==> src/hdl/btpc_pkg.sv <==
package btpc_pkg;

  // Calibration word set, as written through the configuration port
  typedef struct packed {
    logic [15:0] sens_base;
    logic [15:0] offset_base;
    logic [15:0] sens_temp_coeff;
    logic [15:0] offset_temp_coeff;
    logic [15:0] ref_temperature;
    logic [15:0] temp_sensitivity;
  } cal_t;

  // Register indexes of the configuration port
  typedef enum logic [2:0] {
    REG_SENS_BASE         = 3'd0,
    REG_OFFSET_BASE       = 3'd1,
    REG_SENS_TEMP_COEFF   = 3'd2,
    REG_OFFSET_TEMP_COEFF = 3'd3,
    REG_REF_TEMPERATURE   = 3'd4,
    REG_TEMP_SENSITIVITY  = 3'd5
  } cfg_reg_e;

  localparam int CFG_INDEX_W = 3;

  // 20.00 C, the point below which second-order terms apply
  localparam logic signed [18:0] TEMP_REF = 19'sd2000;
  // Distance from 20.00 C down to -15.00 C
  localparam logic signed [18:0] COLD_SPAN = 19'sd3500;

endpackage

==> src/hdl/btpc_cal_regs.sv <==
module btpc_cal_regs
  import btpc_pkg::*;
(
  input  logic                   clk,
  input  logic                   rst,
  input  logic                   cfg_valid,
  input  logic [CFG_INDEX_W-1:0] cfg_index,
  input  logic [15:0]            cfg_data,
  output cal_t                   cal
);

  cal_t cal_next;

  // Decode the write transaction; unknown indexes leave the words alone
  always_comb begin
    cal_next = cal;
    if (cfg_valid) begin
      case (cfg_index)
        REG_SENS_BASE:         cal_next.sens_base         = cfg_data;
        REG_OFFSET_BASE:       cal_next.offset_base       = cfg_data;
        REG_SENS_TEMP_COEFF:   cal_next.sens_temp_coeff   = cfg_data;
        REG_OFFSET_TEMP_COEFF: cal_next.offset_temp_coeff = cfg_data;
        REG_REF_TEMPERATURE:   cal_next.ref_temperature   = cfg_data;
        REG_TEMP_SENSITIVITY:  cal_next.temp_sensitivity  = cfg_data;
        default: ;
      endcase
    end
  end

  always_ff @(posedge clk) begin
    if (rst) begin
      cal <= '0;
    end else begin
      cal <= cal_next;
    end
  end

endmodule

==> config.mk <==
export PLATFORM = sky130hd
export DESIGN_NAME = btpc_cal_regs
export DESIGN_NICKNAME = d
export VERILOG_FILES = /design/src/hdl/btpc_pkg.sv /design/src/hdl/btpc_cal_regs.sv
export SDC_FILE = /design/constraint.sdc
export NUM_CORES = 1
export LEC_CHECK = 0
export BUFFER_PORTS_ARGS = -buffer_cell sky130_fd_sc_hd__clkbuf_2
export CAP_MARGIN = 0
export CORE_MARGIN = 4
export CORE_UTILIZATION = 25
export DETAILED_ROUTE_END_ITERATION = 7
export GPL_ROUTABILITY_DRIVEN = 0
export PLACE_DENSITY = 0.47
export REMOVE_ABC_BUFFERS = 1
export SETUP_SLACK_MARGIN = 0.5
export SKIP_CTS_REPAIR_TIMING = 1
export SYNTH_ARGS = -nofsm -noshare
export SYNTH_HDL_FRONTEND = slang
export SYNTH_SLANG_ARGS = --single-unit
==> constraint.sdc <==
create_clock -name clk -period 2.3 [get_ports clk]
set_clock_uncertainty 0.15 [all_clocks]
set_input_delay 0.115 -clock clk [delete_from_list [all_inputs] [get_ports clk]]
set_output_delay 0.115 -clock clk [all_outputs]
set_load 0.03 [all_outputs]
==> run summary <==
The number of placed I/O pins is 118. Measured along the y axis, the die boundary spans 131 um. The clock-pin slew on the worst setup and hold paths came out at 0.07 ns.

Counting instances in the post-synthesis netlist gives the leading cell types as 112 x nand2b_1, 96 x dfxtp_1, 96 x mux2i_1, 13 x clkbuf_1, 10 x buf_2. In the synthesized netlist, the number of instances is 336. Based on the critical path, the design can be clocked at up to 833.5 MHz. The proportion of register bits with asynchronous set or reset after synthesis is 0%. The synthesized design spends more area on one cell type than any other, namely dfxtp_1.

The count of flip-flops with a built-in enable after synthesis came out at 0. The area of the placeable core came out at 14700 um^2. The final routed wire length divided by cell count came out at 15.45 um. The largest registers in the layout are cal: 96 flops.

Summed over all cells, the static leakage comes to 2.465 nW. The remaining number of nets flagged by the antenna check after routing is 0. The post-route DRC violation count came out at 0. The total number of clock tree sinks came out at 96.

The tree is rooted in a clkbuf_16. The synthesized area came out at 3782 um^2. The total number of yosys warnings is 0. The number of flip-flops under the largest register name is 96. The overall via count from detail_route is 2687. The detailed router's first-iteration violation count is 82. The post-layout net count is 468. The total number of placement rows is 44. For this run, the leading register cell type out of synthesis is dfxtp_1. In the final layout, the share of cells above drive strength 1 is 31.71%.

The post-route fraction of the period consumed by the critical path came out at 52.16%. The TritonCTS clock tree is yes. Setup repair after global routing left no endpoint under its margin.

The horizontal die dimension is 131 um. The worst hold path belongs to the class primary input to flop. The share of Yosys cell area claimed by the top area cell type is 50.81%. The arrival time reported for the critical path endpoint came out at 0.93 ns. The post-synthesis register bit count came out at 96.

The mean cell area of the mapped netlist came out at 11.26 um^2. The final instance area is 4863 um^2. The register with the most flip-flops in the final layout is cal.

The number of I/O port buffers is 117. The source-to-sink clock delay at the later pin of the worst-skew pair came out at 0.34 ns. The worst slew margin relative to its limit is 60.04%. STA classifies the critical path endpoint as a primary output. The worst-case IR drop observed on VDD is 0.4619 mV. For the pin with the worst max-slew slack, the measured transition is 0.5978 ns. The reported max-cap violation count came out at 0. The first detailed-routing pass took 4 iterations. The via count of the first global-routing pass came to 2724. The effective utilization at floorplan is 25.73%. The layout has 1507 filler cells. By instance count, the leading cell after synthesis is nand2b_1. The worst setup path is launched from a flop. The number of pins with negative max-slew slack in the final report came out at 0. The setup-violating endpoint count in the final report came out at 0.

The global-route wire length before repair came out at 15320 um. The die footprint is 17160 um^2. The hold violation count in the final report is 0. The largest incremental delay on the critical path is 0.36 ns. The repair_antennas step left the layout with diodes totalling 0.

After global routing the overflow that remains totals 0. The number of H-tree branching levels came out at 3. The total power of the final layout came out at 3.565 mW. By area the synthesized netlist is led by dfxtp_1 51%, mux2i_1 25%, nand2b_1 19%.

The placed wire-length estimate is 6379 um. The standard cell with the maximum stage delay on the critical path is dfxtp_1. Global routing consumed, over all layers together, 11.88% of the routing resources.

The time the worst path needs with I/O delays and setup is 1.200 ns. The data required time at the worst endpoint is 2.04 ns. The maximum count of clock buffers along a single path came out at 2. The total CTS buffers came out at 9. The share of the Yosys chip area taken by registers is 50.81%.

The largest fanout on the critical path came out at 2. The layout overhead on the synthesized area came out at 28.58%. The placed instance area is 4556 um^2. Using the TritonRoute via totals, the vias-per-cell ratio works out to 4.231. Entering global routing, the biggest net connects 113 pins. The accumulated negative setup slack is 0 ns. The number of different library cells used by synthesis comes to 11. Traced cell by cell, the critical path runs through clkbuf_2.

The flow ran to the end, and the final reports show no timing, DRC or antenna violations. The aggregate routed wire length is 9811 um. The kind of cell with the highest combined delay along the critical path is flip-flops. The number of buffer and inverter instances along the worst setup path came out at 1. The initial antenna violation count came out at 0.

By startpoint and endpoint, the worst setup path is classified as flop to primary output. The power per cell area is 733.1 nW/um^2.
[cells by family (layout without fill, tap and decap cells)]
kind of cell,after synthesis,after routing,share of synthesized area [%]
AND/OR/NAND/NOR,120,120,20.87
multiplexers,96,96,25.41
flip-flops,96,96,50.81
buffers and inverters,24,139,2.911
[worst reg2reg max path: cells and delay by family, from the launching register on]
| family | cells | cell delay [ns] |
|---|---|---|
| DFF | 1 | 0.36 |
| muxes | 1 | 0.13 |
| and+or+nand+nor | 1 | 0.07 |
[layout make-up]
type | count | area, um^2 | area share, %
Multi-Input combinational cell | 216 | 1760 | 36.20
Timing Repair Buffer | 123 | 643.1 | 13.22
Clock inverter | 5 | 55.05 | 1.132
Tap cell | 184 | 230.2 | 4.734
Clock buffer | 11 | 252.7 | 5.197
Sequential cell | 96 | 1922 | 39.52
[metrics by stage]
stage,hold WS [ns],util [%],cells,setup WS (ns)
global placement,0.3090,30.99,619,0.8236
global route,0.03633,33.09,635,1.047
finish,0.007869,33.09,635,1.100
detailed placement,0.3139,30.99,619,0.7873
floorplan,0.1453,-,312,0.8429
CTS,-0.009785,33.09,635,1.071
[where the power goes]
group / total (mW) / switching [mW] / leakage (nW) / internal [mW]
sequential: 1.72 / 0.0205 / 0.777 / 1.70
combinational: 0.301 / 0.188 / 1.54 / 0.113
clock: 1.54 / 0.646 / 0.148 / 0.899
total: 3.57 / 0.854 / 2.47 / 2.71
[path summary, 6_finish.rpt]
| kind | end | cells after the start | startpoint | slack [ns] |
|---|---|---|---|---|
| worst max-delay path | cal[60] | 1 | cal[60] | 1.10 |
| worst min-delay path | cal[57] | 3 | cfg_data[9] | 0.008 |
| worst min register to register | cal[80] | 2 | cal[80] | 0.32 |
| worst max register to register | cal[60] | 2 | cal[60] | 1.52 |
[cells in the final DEF (no fill, tap or decap)]
| master | Yosys | routed |
|---|---|---|
| nand2b_1 | 112 | 112 |
| clkinvlp_4 | 0 | 2 |
| clkbuf_16 | 0 | 9 |
| buf_4 | 0 | 5 |
| mux2i_1 | 96 | 96 |
| nand4bb_2 | 0 | 2 |
| nand4b_1 | 2 | 2 |
| and4bb_2 | 1 | 1 |
| nand4bb_1 | 3 | 1 |
| clkbuf_2 | 0 | 117 |
| dfxtp_1 | 96 | 96 |
| or4b_1 | 1 | 1 |
| buf_12 | 0 | 1 |
| bufinv_16 | 0 | 1 |
| nor4b_2 | 1 | 1 |
| clkinv_2 | 0 | 2 |
| clkbuf_8 | 0 | 2 |
[layer usage]
layer	part of all wire [%]	up-vias	GRT usage, %
met4	1.2	0	3.267
met1	47	1267	14.94
met2	45	74	18.58
met3	7.2	11	5.203
li1	-	1335	-
met5	0	-	0
Power figures use the tool's default switching activity.
